--- config.mk ---
export PLATFORM = sky130hd
export DESIGN_NAME = base64_stream_decoder_top
export DESIGN_NICKNAME = d
export VERILOG_FILES = /design/src/rtl/b64d_pkg.sv /design/src/rtl/b64d_front.sv /design/src/rtl/b64d_queue.sv /design/src/rtl/b64d_back.sv /design/src/rtl/base64_stream_decoder_top.sv
export SDC_FILE = /design/constraint.sdc
export NUM_CORES = 1
export LEC_CHECK = 0
export BUFFER_PORTS_ARGS = -buffer_cell sky130_fd_sc_hd__buf_2
export CORE_ASPECT_RATIO = 2
export CORE_MARGIN = 2
export CORE_UTILIZATION = 35
export DETAILED_ROUTE_END_ITERATION = 8
export GPL_ROUTABILITY_DRIVEN = 0
export GPL_TIMING_DRIVEN = 0
export PLACE_DENSITY = 0.55
export REMOVE_ABC_BUFFERS = 1
export SLEW_MARGIN = 20
export SYNTH_ARGS = -nofsm -noshare
export SYNTH_HDL_FRONTEND = slang
export SYNTH_SLANG_ARGS = --single-unit
--- constraint.sdc ---
create_clock -name clock -period 13.2 [get_ports clock]
set_input_delay 1.32 -clock clock [delete_from_list [all_inputs] [get_ports clock]]
set_output_delay 1.32 -clock clock [all_outputs]
set_load 0.1 [all_outputs]
--- src/rtl/b64d_pkg.sv ---
`timescale 1ns / 1ps

package b64d_pkg;

   // padding character and the code for a character outside the alphabet
   localparam logic [7:0] PAD_CHAR  = 8'h3D;
   localparam logic [7:0] NO_SYMBOL = 8'h80;

   // status codes reported on the closing word of a text
   typedef enum logic [1:0] {
      STATUS_OK      = 2'd0,
      STATUS_FORMAT  = 2'd1,
      STATUS_PADDING = 2'd2
   } status_type;

   // work handed from the front end to the back end for one character
   typedef struct packed {
      logic [23:0] group_bits;
      logic [1:0]  byte_count;
      logic        status_en;
      status_type  status;
   } task_type;

   localparam int TASK_BITS = $bits(task_type);

   // alphabet lookup: six-bit value, zero for the pad, NO_SYMBOL otherwise
   function automatic logic [7:0] symbol_value(input logic [7:0] c);
      logic [7:0] v;
      v = NO_SYMBOL;
      if (c >= 8'h41 && c <= 8'h5A) v = c - 8'h41;
      else if (c >= 8'h61 && c <= 8'h7A) v = c - 8'h61 + 8'd26;
      else if (c >= 8'h30 && c <= 8'h39) v = c - 8'h30 + 8'd52;
      else if (c == 8'h2B) v = 8'd62;
      else if (c == 8'h2F) v = 8'd63;
      else if (c == PAD_CHAR) v = 8'd0;
      return v;
   endfunction

endpackage

--- src/rtl/b64d_front.sv ---
`timescale 1ns / 1ps

module b64d_front #(
   parameter int LENGTH_BITS = 20
) (
   input  logic                   clock,
   input  logic                   reset,
   input  logic                   accept,
   input  logic [7:0]             char_code,
   input  logic                   end_of_text,
   output logic                   task_valid,
   output b64d_pkg::task_type     task_word,
   output logic [LENGTH_BITS-1:0] task_length
);
   import b64d_pkg::*;

   logic [17:0]            held_ff, held_in;
   logic [1:0]             phase_ff, phase_in;
   logic                   any_ff, any_in;
   logic [1:0]             pad_ff, pad_in;
   logic                   fin_ff, fin_in;
   logic                   perr_ff, perr_in;
   logic [LENGTH_BITS-1:0] total_ff, total_in;

   logic [7:0]             sym;
   logic                   sym_ok;
   logic                   is_pad;
   logic [1:0]             pad_tmp;
   logic [1:0]             nb;
   logic [LENGTH_BITS:0]   total_sum;

   // character classification and group assembly
   always_comb begin
      sym       = symbol_value(char_code);
      sym_ok    = (sym != NO_SYMBOL);
      is_pad    = (char_code == PAD_CHAR);
      held_in   = held_ff;
      phase_in  = phase_ff;
      any_in    = any_ff;
      pad_in    = pad_ff;
      fin_in    = fin_ff;
      perr_in   = perr_ff;
      pad_tmp   = pad_ff;
      nb        = 2'd0;
      task_word = '0;
      if (sym_ok) begin
         any_in = 1'b1;
         if (!fin_ff) begin
            if (is_pad && pad_ff != 2'd3) pad_tmp = pad_ff + 2'd1;
            pad_in = pad_tmp;
            if (phase_ff != 2'd3) begin
               held_in = {held_ff[11:0], sym[5:0]};
            end else begin
               task_word.group_bits = {held_ff, sym[5:0]};
               if (pad_tmp == 2'd3) perr_in = 1'b1;
               else nb = 2'd3 - pad_tmp;
               if (pad_tmp != 2'd0) fin_in = 1'b1;
               held_in = '0;
               pad_in  = '0;
            end
         end
         phase_in = phase_ff + 2'd1;
      end
      task_word.byte_count = nb;

      // saturating byte count
      total_sum = {1'b0, total_ff} + (LENGTH_BITS+1)'(nb);
      if (total_sum[LENGTH_BITS]) total_in = '1;
      else total_in = total_sum[LENGTH_BITS-1:0];
      task_length = total_in;

      // closing status, then back to the start of a new text
      if (end_of_text) begin
         task_word.status_en = 1'b1;
         if (!any_in || phase_in != 2'd0) task_word.status = STATUS_FORMAT;
         else if (perr_in) task_word.status = STATUS_PADDING;
         else task_word.status = STATUS_OK;
         held_in  = '0;
         phase_in = '0;
         any_in   = 1'b0;
         pad_in   = '0;
         fin_in   = 1'b0;
         perr_in  = 1'b0;
         total_in = '0;
      end
      task_valid = (nb != 2'd0) || end_of_text;
   end

   // decoder state
   always_ff @(posedge clock) begin
      if (reset) begin
         held_ff  <= '0;
         phase_ff <= '0;
         any_ff   <= 1'b0;
         pad_ff   <= '0;
         fin_ff   <= 1'b0;
         perr_ff  <= 1'b0;
         total_ff <= '0;
      end else if (accept) begin
         held_ff  <= held_in;
         phase_ff <= phase_in;
         any_ff   <= any_in;
         pad_ff   <= pad_in;
         fin_ff   <= fin_in;
         perr_ff  <= perr_in;
         total_ff <= total_in;
      end
   end

endmodule

--- src/rtl/b64d_queue.sv ---
`timescale 1ns / 1ps

module b64d_queue #(
   parameter int WIDTH = 8,
   parameter int DEPTH = 4
) (
   input  logic             clock,
   input  logic             reset,
   input  logic             wr_en,
   input  logic [WIDTH-1:0] wr_data,
   output logic             is_full,
   input  logic             rd_en,
   output logic [WIDTH-1:0] rd_data,
   output logic             is_empty
);
   localparam int PTR_BITS = (DEPTH > 1) ? $clog2(DEPTH) : 1;
   localparam int CNT_BITS = $clog2(DEPTH + 1);

   logic [WIDTH-1:0]    store_ff [DEPTH];
   logic [PTR_BITS-1:0] wr_ptr_ff, wr_ptr_in;
   logic [PTR_BITS-1:0] rd_ptr_ff, rd_ptr_in;
   logic [CNT_BITS-1:0] count_ff, count_in;
   logic                do_wr;
   logic                do_rd;

   assign is_full  = (count_ff == CNT_BITS'(DEPTH));
   assign is_empty = (count_ff == '0);
   assign do_wr    = wr_en && !is_full;
   assign do_rd    = rd_en && !is_empty;
   assign rd_data  = store_ff[rd_ptr_ff];

   // pointer and fill count update
   always_comb begin
      wr_ptr_in = wr_ptr_ff;
      rd_ptr_in = rd_ptr_ff;
      count_in  = count_ff;
      if (do_wr) begin
         wr_ptr_in = (wr_ptr_ff == PTR_BITS'(DEPTH - 1)) ? '0 : wr_ptr_ff + 1'b1;
      end
      if (do_rd) begin
         rd_ptr_in = (rd_ptr_ff == PTR_BITS'(DEPTH - 1)) ? '0 : rd_ptr_ff + 1'b1;
      end
      if (do_wr && !do_rd) count_in = count_ff + 1'b1;
      else if (do_rd && !do_wr) count_in = count_ff - 1'b1;
   end

   always_ff @(posedge clock) begin
      if (reset) begin
         wr_ptr_ff <= '0;
         rd_ptr_ff <= '0;
         count_ff  <= '0;
      end else begin
         wr_ptr_ff <= wr_ptr_in;
         rd_ptr_ff <= rd_ptr_in;
         count_ff  <= count_in;
      end
   end

   // entry storage
   always_ff @(posedge clock) begin
      if (do_wr) store_ff[wr_ptr_ff] <= wr_data;
   end

endmodule

--- src/rtl/b64d_back.sv ---
`timescale 1ns / 1ps

module b64d_back #(
   parameter int LENGTH_BITS = 20
) (
   input  logic                   clock,
   input  logic                   reset,
   input  logic                   head_valid,
   input  b64d_pkg::task_type     head_task,
   input  logic [LENGTH_BITS-1:0] head_length,
   output logic                   head_pop,
   input  logic                   pop,
   output logic                   empty,
   output logic [7:0]             data_byte,
   output logic                   byte_valid,
   output logic                   status_valid,
   output logic [1:0]             decode_status,
   output logic [LENGTH_BITS-1:0] decoded_length,
   output logic                   run_last
);
   import b64d_pkg::*;

   logic [1:0]             idx_ff, idx_in;
   logic                   out_valid_ff;
   logic [7:0]             data_ff, data_in;
   logic                   bv_ff, bv_in;
   logic                   sv_ff, sv_in;
   logic [1:0]             st_ff, st_in;
   logic [LENGTH_BITS-1:0] len_ff, len_in;
   logic                   last_ff, last_in;
   logic                   load;

   assign load = head_valid && (!out_valid_ff || pop);

   // build the next word of the head task
   always_comb begin
      data_in = '0;
      bv_in   = 1'b0;
      sv_in   = 1'b0;
      st_in   = '0;
      len_in  = '0;
      last_in = 1'b1;
      if (idx_ff < head_task.byte_count) begin
         bv_in   = 1'b1;
         last_in = (idx_ff == head_task.byte_count - 2'd1) && !head_task.status_en;
         case (idx_ff)
            2'd0:    data_in = head_task.group_bits[23:16];
            2'd1:    data_in = head_task.group_bits[15:8];
            2'd2:    data_in = head_task.group_bits[7:0];
            default: data_in = '0;
         endcase
      end else begin
         sv_in  = 1'b1;
         st_in  = head_task.status;
         len_in = head_length;
      end
      head_pop = load && last_in;
      idx_in   = last_in ? 2'd0 : idx_ff + 2'd1;
   end

   // control state of the output stage
   always_ff @(posedge clock) begin
      if (reset) begin
         idx_ff       <= '0;
         out_valid_ff <= 1'b0;
      end else begin
         if (load) idx_ff <= idx_in;
         if (load) out_valid_ff <= 1'b1;
         else if (pop) out_valid_ff <= 1'b0;
      end
   end

   // output word register
   always_ff @(posedge clock) begin
      if (load) begin
         data_ff <= data_in;
         bv_ff   <= bv_in;
         sv_ff   <= sv_in;
         st_ff   <= st_in;
         len_ff  <= len_in;
         last_ff <= last_in;
      end
   end

   assign empty          = !out_valid_ff;
   assign data_byte      = data_ff;
   assign byte_valid     = bv_ff;
   assign status_valid   = sv_ff;
   assign decode_status  = st_ff;
   assign decoded_length = len_ff;
   assign run_last       = last_ff;

endmodule

--- src/rtl/base64_stream_decoder_top.sv ---
`timescale 1ns / 1ps
// a character's words go through the task queue and then the output word register
// throughput: one character per cycle in while not full, one word per cycle out while popped
// a character closing a group or the text gives a word per byte and status (up to four);
// the task queue of QUEUE_DEPTH entries absorbs bursts between front and back end
// reset: synchronous, active high, clears decoder state, queue and output stage

module base64_stream_decoder_top #(
   parameter int LENGTH_BITS = 20,
   parameter int QUEUE_DEPTH = 4
) (
   input  logic                   clock,
   input  logic                   reset,
   input  logic                   push,
   output logic                   full,
   input  logic [7:0]             req_char_code,
   input  logic                   req_end_of_text,
   output logic                   empty,
   input  logic                   pop,
   output logic [7:0]             rsp_data_byte,
   output logic                   rsp_byte_valid,
   output logic                   rsp_status_valid,
   output logic [1:0]             rsp_decode_status,
   output logic [LENGTH_BITS-1:0] rsp_decoded_length,
   output logic                   rsp_run_last
);
   import b64d_pkg::*;

   localparam int ENTRY_BITS = TASK_BITS + LENGTH_BITS;

   logic                   front_accept;
   logic                   front_valid;
   task_type               front_task;
   logic [LENGTH_BITS-1:0] front_length;
   logic                   q_empty;
   logic                   q_pop;
   logic [ENTRY_BITS-1:0]  q_head;
   task_type               head_task;
   logic [LENGTH_BITS-1:0] head_length;

   assign front_accept = push && !full;

   // front end: classify characters and assemble groups
   b64d_front #(.LENGTH_BITS(LENGTH_BITS)) u_front (
      .clock       (clock),
      .reset       (reset),
      .accept      (front_accept),
      .char_code   (req_char_code),
      .end_of_text (req_end_of_text),
      .task_valid  (front_valid),
      .task_word   (front_task),
      .task_length (front_length)
   );

   // task queue between front and back end
   b64d_queue #(.WIDTH(ENTRY_BITS), .DEPTH(QUEUE_DEPTH)) u_queue (
      .clock    (clock),
      .reset    (reset),
      .wr_en    (front_accept && front_valid),
      .wr_data  ({front_length, front_task}),
      .is_full  (full),
      .rd_en    (q_pop),
      .rd_data  (q_head),
      .is_empty (q_empty)
   );

   assign head_task   = task_type'(q_head[TASK_BITS-1:0]);
   assign head_length = q_head[TASK_BITS +: LENGTH_BITS];

   // back end: serialize bytes and status into result words
   b64d_back #(.LENGTH_BITS(LENGTH_BITS)) u_back (
      .clock          (clock),
      .reset          (reset),
      .head_valid     (!q_empty),
      .head_task      (head_task),
      .head_length    (head_length),
      .head_pop       (q_pop),
      .pop            (pop),
      .empty          (empty),
      .data_byte      (rsp_data_byte),
      .byte_valid     (rsp_byte_valid),
      .status_valid   (rsp_status_valid),
      .decode_status  (rsp_decode_status),
      .decoded_length (rsp_decoded_length),
      .run_last       (rsp_run_last)
   );

   // a word is either a byte or a status, never both
   a_one_kind: assert property (@(posedge clock) disable iff (reset)
      !empty |-> (rsp_byte_valid != rsp_status_valid))
      else $error("result word is neither or both of byte and status");

   // the status closes the run of its character
   a_status_last: assert property (@(posedge clock) disable iff (reset)
      (!empty && rsp_status_valid) |-> rsp_run_last)
      else $error("status word without run_last");

   // length and status fields are zero on byte words
   a_byte_fields: assert property (@(posedge clock) disable iff (reset)
      (!empty && rsp_byte_valid) |-> (rsp_decoded_length == '0 && rsp_decode_status == '0))
      else $error("status fields set on a byte word");

   // the queue never pops while it is empty
   a_queue_pop: assert property (@(posedge clock) disable iff (reset)
      q_pop |-> !q_empty)
      else $error("task queue popped while empty");

endmodule

## Word level (Yosys, flattened, before mapping)

Memories as Yosys holds them, arrays and structs flattened. A register that Yosys moved wholly into a read port is not among the register bits.
Cells that the tools add are included.

| cells by class | value |
|---|---|
| $add $sub $neg | 15 |
| $lt $le $gt $ge | 7 |
| eq/ne operators | 14 |
| multiplexer cells | 58 |
| reductions and logical operators | 33 |

Operators by type and width:

| cell | count |
|---|---|
| $mux 18 | 4 |
| $mux 24 | 3 |
| $mux 8 | 6 |
| $mux 2 | 20 |
| $mux 20 | 2 |
| $eq 8x6->1 const B | 3 |
| $pmux 8 s3 | 1 |
| $add 20x2->21 | 1 |
| $mux 1 | 19 |
| $ge 8x7->1 const B | 2 |
| $le 8x7->1 const B | 2 |
| $sub 8x7->8 const B | 2 |
| $logic_and 1x1->1 | 13 |
| $reduce_bool 2->1 | 6 |
| $add 2x1->2 const B | 5 |
| $mux 3 | 3 |
| $add 8x5->8 const B | 1 |
| $add 8x6->8 const B | 1 |
| $eq 2x2->1 const B | 4 |
| $ge 8x6->1 const B | 1 |
| $le 8x6->1 const B | 1 |
| $ne 8x8->1 const B | 1 |
| $sub 8x6->8 const B | 1 |
| $logic_not 1->1 | 7 |
| other kinds (14) | 18 |

| word-level totals | value |
|---|---|
| register bits | 88 |
| memory bits (writable) | 196 |
| input port bits | 13 |
| output and inout port bits | 35 |
| logic and storage cells | 146 |
| memories kept | 1 |

Memory list:

| name | depth | bits a word | read ports | clocked after memory_dff | write ports | RTL line | text |
|---|---|---|---|---|---|---|---|
| u_queue.store_ff | 4 | 49 | 1 | 1 | 1 | b64d_queue.sv:19 | `logic [WIDTH-1:0] store_ff [DEPTH];` |

## Longest topological paths before layout

| depth | value |
|---|---|
| depth after elaboration | 22 |
| depth in mapped cells | 18 |
| mapped depth without buffers | 16 |

## Cells and area by module

A second synthesis with hierarchy kept.

| unflattened totals | value |
|---|---|
| cell total of the unflattened synthesis | 834 |
| area, all modules | 12309.3 um^2 |

Modules (own cells, without submodules):

| module | times used | cells an instance | area each (um^2) | sequential area each (um^2) |
|---|---|---|---|---|
| b64d_queue | 1 | 306 | 7563.5 | 6065.8 |
| b64d_front | 1 | 416 | 3168.0 | 900.9 |
| b64d_back | 1 | 109 | 1559.0 | 1051.0 |
| base64_stream_decoder_top | 1 | 3 | 18.8 | 0.0 |

## Worst setup path after synthesis

No wires, ideal clock.

| path | value |
|---|---|
| path type | in2reg |
| start point | in req_char_code[5] |
| end point | mem u_queue.store_ff[0][31] (netlist name), data pin |
| library setup time | 0.145 ns |
| data arrival time | 4.941 ns |
| required time | 13.055 ns |
| path slack | 8.114 ns |
| cell stages on the path | 17 |
| path buffers | 5 |
| cells stage by stage | buf_4 or3b_1 buf_6 a21oi_1 nand2_1 a21o_1 nor2_1 ha_1 inv_1 fa_1 and3b_1 nand3_1 or4_1 buf_6 buf_6 clkbuf_1 nand2_1 |

RTL lines:

| element | RTL line | text |
|---|---|---|
| start, declared | base64_stream_decoder_top.sv:16 | `input logic [7:0] req_char_code,` |
| end, declared | b64d_queue.sv:19 |  |

## Worst setup path in the final report

| path | value |
|---|---|
| start point | in req_char_code[2] |
| end point | mem u_queue.store_ff[0][44] (netlist name), data pin |

| on the way | value |
|---|---|
| cells in the longest elaborated chain, start to end | 12 |
| elaborated cells on any way between the ends | 36 |
| those cells by class | add/sub: 7; order compare: 6; eq/ne: 5; mux: 14; reduce/logical: 4 |

RTL lines:

| element | RTL line | text |
|---|---|---|
| parallel branches: the longest is 9 deep, another holds $sub 8x6->8 | -- |  |
| $mux 2 * | b64d_front.sv:46 | `if (sym_ok) begin` |
| $add 20x2->21 * | b64d_front.sv:67 | `total_sum = {1'b0, total_ff} + (LENGTH_BITS+1)'(nb);` |
| $mux 20 * | b64d_front.sv:68 | `if (total_sum[LENGTH_BITS]) total_in = '1;` |
| named net front_length[15] | base64_stream_decoder_top.sv:34 | `logic [LENGTH_BITS-1:0] front_length;` |

Mark *: on every way through the listed nets, which the timed path passes. The select of a mux whose other input is x is not followed.

==> impl_metrics.tcl <==
set metrics [dict create \
    outcome "complete, no violations" \
    drt_first_pass_iters 5 \
    maxSlewViolCount 0 \
    finalCriticalPeriod_ns 6.46 \
    port-buffer-count 47 \
    synth_top_area_cell "edfxtp_1" \
    cp.required_ns 13.49 \
    final_util_pct 40.3 \
    die_w_um 137 \
    critPathTopFamily "simple AND/OR/NAND/NOR gates" \
    rsz0062_at_grt "false" \
    grt_pass1_wl_mm 41.1 \
    reg2reg_depth 10 \
    period_share_pct 49.0 \
    yosys-top-cells-count "229 x edfxtp_1, 60 x nand2_1, 59 x a21oi_1" \
    clock-root-buffer "clkbuf_16" \
    drt-total-wl_mm 25.8 \
    ys_warn_count 0 \
    skew_ns 0.0255 \
    die_y_um 269 \
    timing.critical_path.cells "buf_2, inv_1, ha_1, o21ai_0, a21oi_1, nand2_1, a21oi_2, nand3_1, fa_1, and3b_1, nand3_1, or4_2, and3_1, a21oi_1" \
    cts_tree "done" \
    arrival_ns 6.75 \
    rows 97 \
    whs_ns 0.448 \
    htree_levels 1 \
    r2r_slack_ns 8.05 \
    synth_cells 863 \
    met2_length_mm 14.2 \
    die_area_sq_um 36800 \
    grt_max_degree 54 \
    wl_per_cell_um 19.0 \
    setup_tns_ns 0 \
    ant_nets 0 \
    synth_flop_cell "edfxtp_1" \
    synth_edf_count 229 \
    cp_max_fo 38 \
    avgSynthCellArea_sq_um 14.3 \
    min_delay_path_depth 2 \
    cp_slowest_cell "or4_2" \
    ioPinCount 48 \
    ctsHoldBuffers 0 \
    path_buf_inv 2 \
    worstSetupPathDepth 14 \
    async_reset_ff_share_pct 0 \
    gr-total-overflow 0 \
    drc 0 \
    wl_met1_mm 10.1 \
    clk_latency_ns 0.54 \
    worst_slew_pin_slew_ns 1.05 \
    nFillCells 3168 \
    clockBufferDepth 3 \
    powerDensity_nw_per_um2 203 \
    maxCapViolations 0 \
    finalHoldViolations 0 \
    antenna_found_initial 0 \
    initialDrtViolationCount 378 \
    drive_gt1_share_pct 18.8 \
    areaGrowthSynthToFinish_pct 14.0 \
    post-dp-hpwl_mm 16.5 \
    clkTransAtPathRegs_ns 0.07 \
    fmax_mhz 155 \
    cts_setup_buffers 0 \
    power.leakage_nw 4.90 \
    gr-usage-all-layers_pct 14.4 \
    postSynthRegisterBits 286 \
    core_sq_um 34800 \
    critPathLaunchType "primary input" \
    vias_per_cell 5.23 \
    synth.area.top_cells "edfxtp_1 56%, dfxtp_1 9.3%, mux4_2 9.0%" \
    netlist_area_sq_um 12300 \
    cts_made_buffers 25 \
    worst-setup-path-type "primary input to flop" \
    end_kind "flop" \
    hold_class "flop to flop" \
    wl_met3_um 734 \
    start_util_pct 35.4 \
    top_layer "met4" \
    max_slew_margin_pct 29.6 \
    synth-seq-area-share_pct 65.1 \
    max_stage_delay_ns 1.09 \
    synth.top_cell.area_share_pct 55.8 \
    cts_sinks 286 \
    synth_most_common_cell "edfxtp_1" \
    vias 7118 \
    synth_cell_types 67 \
    vdd_drop_max_mv 0.203 \
    cts_resized 0 \
    num_antenna_cells 0 \
    fin_nets 938 \
    finalSetupViolCount 0 \
    grt_pass1_vias 7383 \
]
final timing paths:
check / startpoint / to
setup reg to reg: u_front.phase_ff[0] / u_queue.store_ff[0][44]
setup / recovery: req_char_code[2] / u_queue.store_ff[0][44]
hold reg to reg: u_front.held_ff[14] / u_front.held_ff[14]
hold / removal: u_front.held_ff[14] / u_front.held_ff[14]
worst register-to-register path, cell delays in order, from the launching register on:
cell,delay (ns)
dfxtp_1,0.41
ha_1,0.31
nand2_1,0.19
a21oi_2,0.65
nand3_1,0.39
fa_1,0.61
and3b_1,0.30
nand3_1,0.21
or4_2,1.09
and3_1,0.34
a21oi_1,0.39
cells in the final DEF, fill, tap and decap left out, types with 24 or more instances in the layout:
master,Yosys,final
nand2_1,60,60
mux4_2,49,49
a21oi_1,59,55
nor3_1,24,24
nor2b_1,25,24
ha_1,24,24
clkbuf_16,0,25
buf_2,11,46
edfxtp_1,229,229
nor2_1,46,46
inv_1,31,31
nand3_1,26,26
dfxtp_1,57,55
layout make-up:
cell class	count	area [sq um]	share of cell area, %
inverter	31	116	0.829
tap	445	557	3.97
multi-input combinational	498	4000	28.5
sequential	286	8030	57.2
clock buffer	27	643	4.58
timing repair buffer	57	482	3.43
clock inverter	18	219	1.56
sequential cells by signal, indices dropped and copies added, names as in the netlist, named ones only:
register and cells:
u_front.perr_ff 1, u_front.held_ff 18, u_front.pad_ff 2, u_front.any_ff 1, u_queue.count_ff 3, u_queue.rd_ptr_ff 2
u_back.idx_ff 2, u_queue.store_ff 196, u_back.out_valid_ff 1, u_front.total_ff 20, u_front.fin_ff 1, u_back.decode_status 2
u_back.byte_valid 1, u_queue.wr_ptr_ff 2, u_back.data_byte 8, u_back.run_last 1, u_back.decoded_length 20, u_back.status_valid 1
u_front.phase_ff 2
power breakdown:
part	internal, W	switching, W	total [W]
Sequential	0.00109	0.0000459	0.00113
Clock	0.000451	0.000326	0.000776
Combinational	0.000264	0.000675	0.000939
Total	0.00180	0.00105	0.00285
cells by family after synthesis:
group           after synthesis  share of synthesized area (%)
buf+inv                      79                           2.82
xor+xnor                     17                           1.32
flops                       286                           65.1
mux                          53                           9.40
compound gates              154                           8.24
simple gates                248                           10.4
fa+ha+maj                    26                           2.76
metal layers:
metal,vias up,track usage [%]
met5,-,0
met2,121,27.0
met3,49,1.41
li1,3358,-
met1,3590,16.4
met4,0,5.51
through the flow:
stage	total power, W	cell area [sq um]	setup slack [ns]	std cells
detailed placement	0.00211	13200	6.14	1317
floorplan	0.00187	12100	7.40	815
finish	0.00285	14000	6.74	1362
global placement	0.00207	12900	4.83	1307
CTS	0.00289	14000	6.69	1362
global route	0.00296	14000	6.36	1362
(Power assumes the default switching activity.)
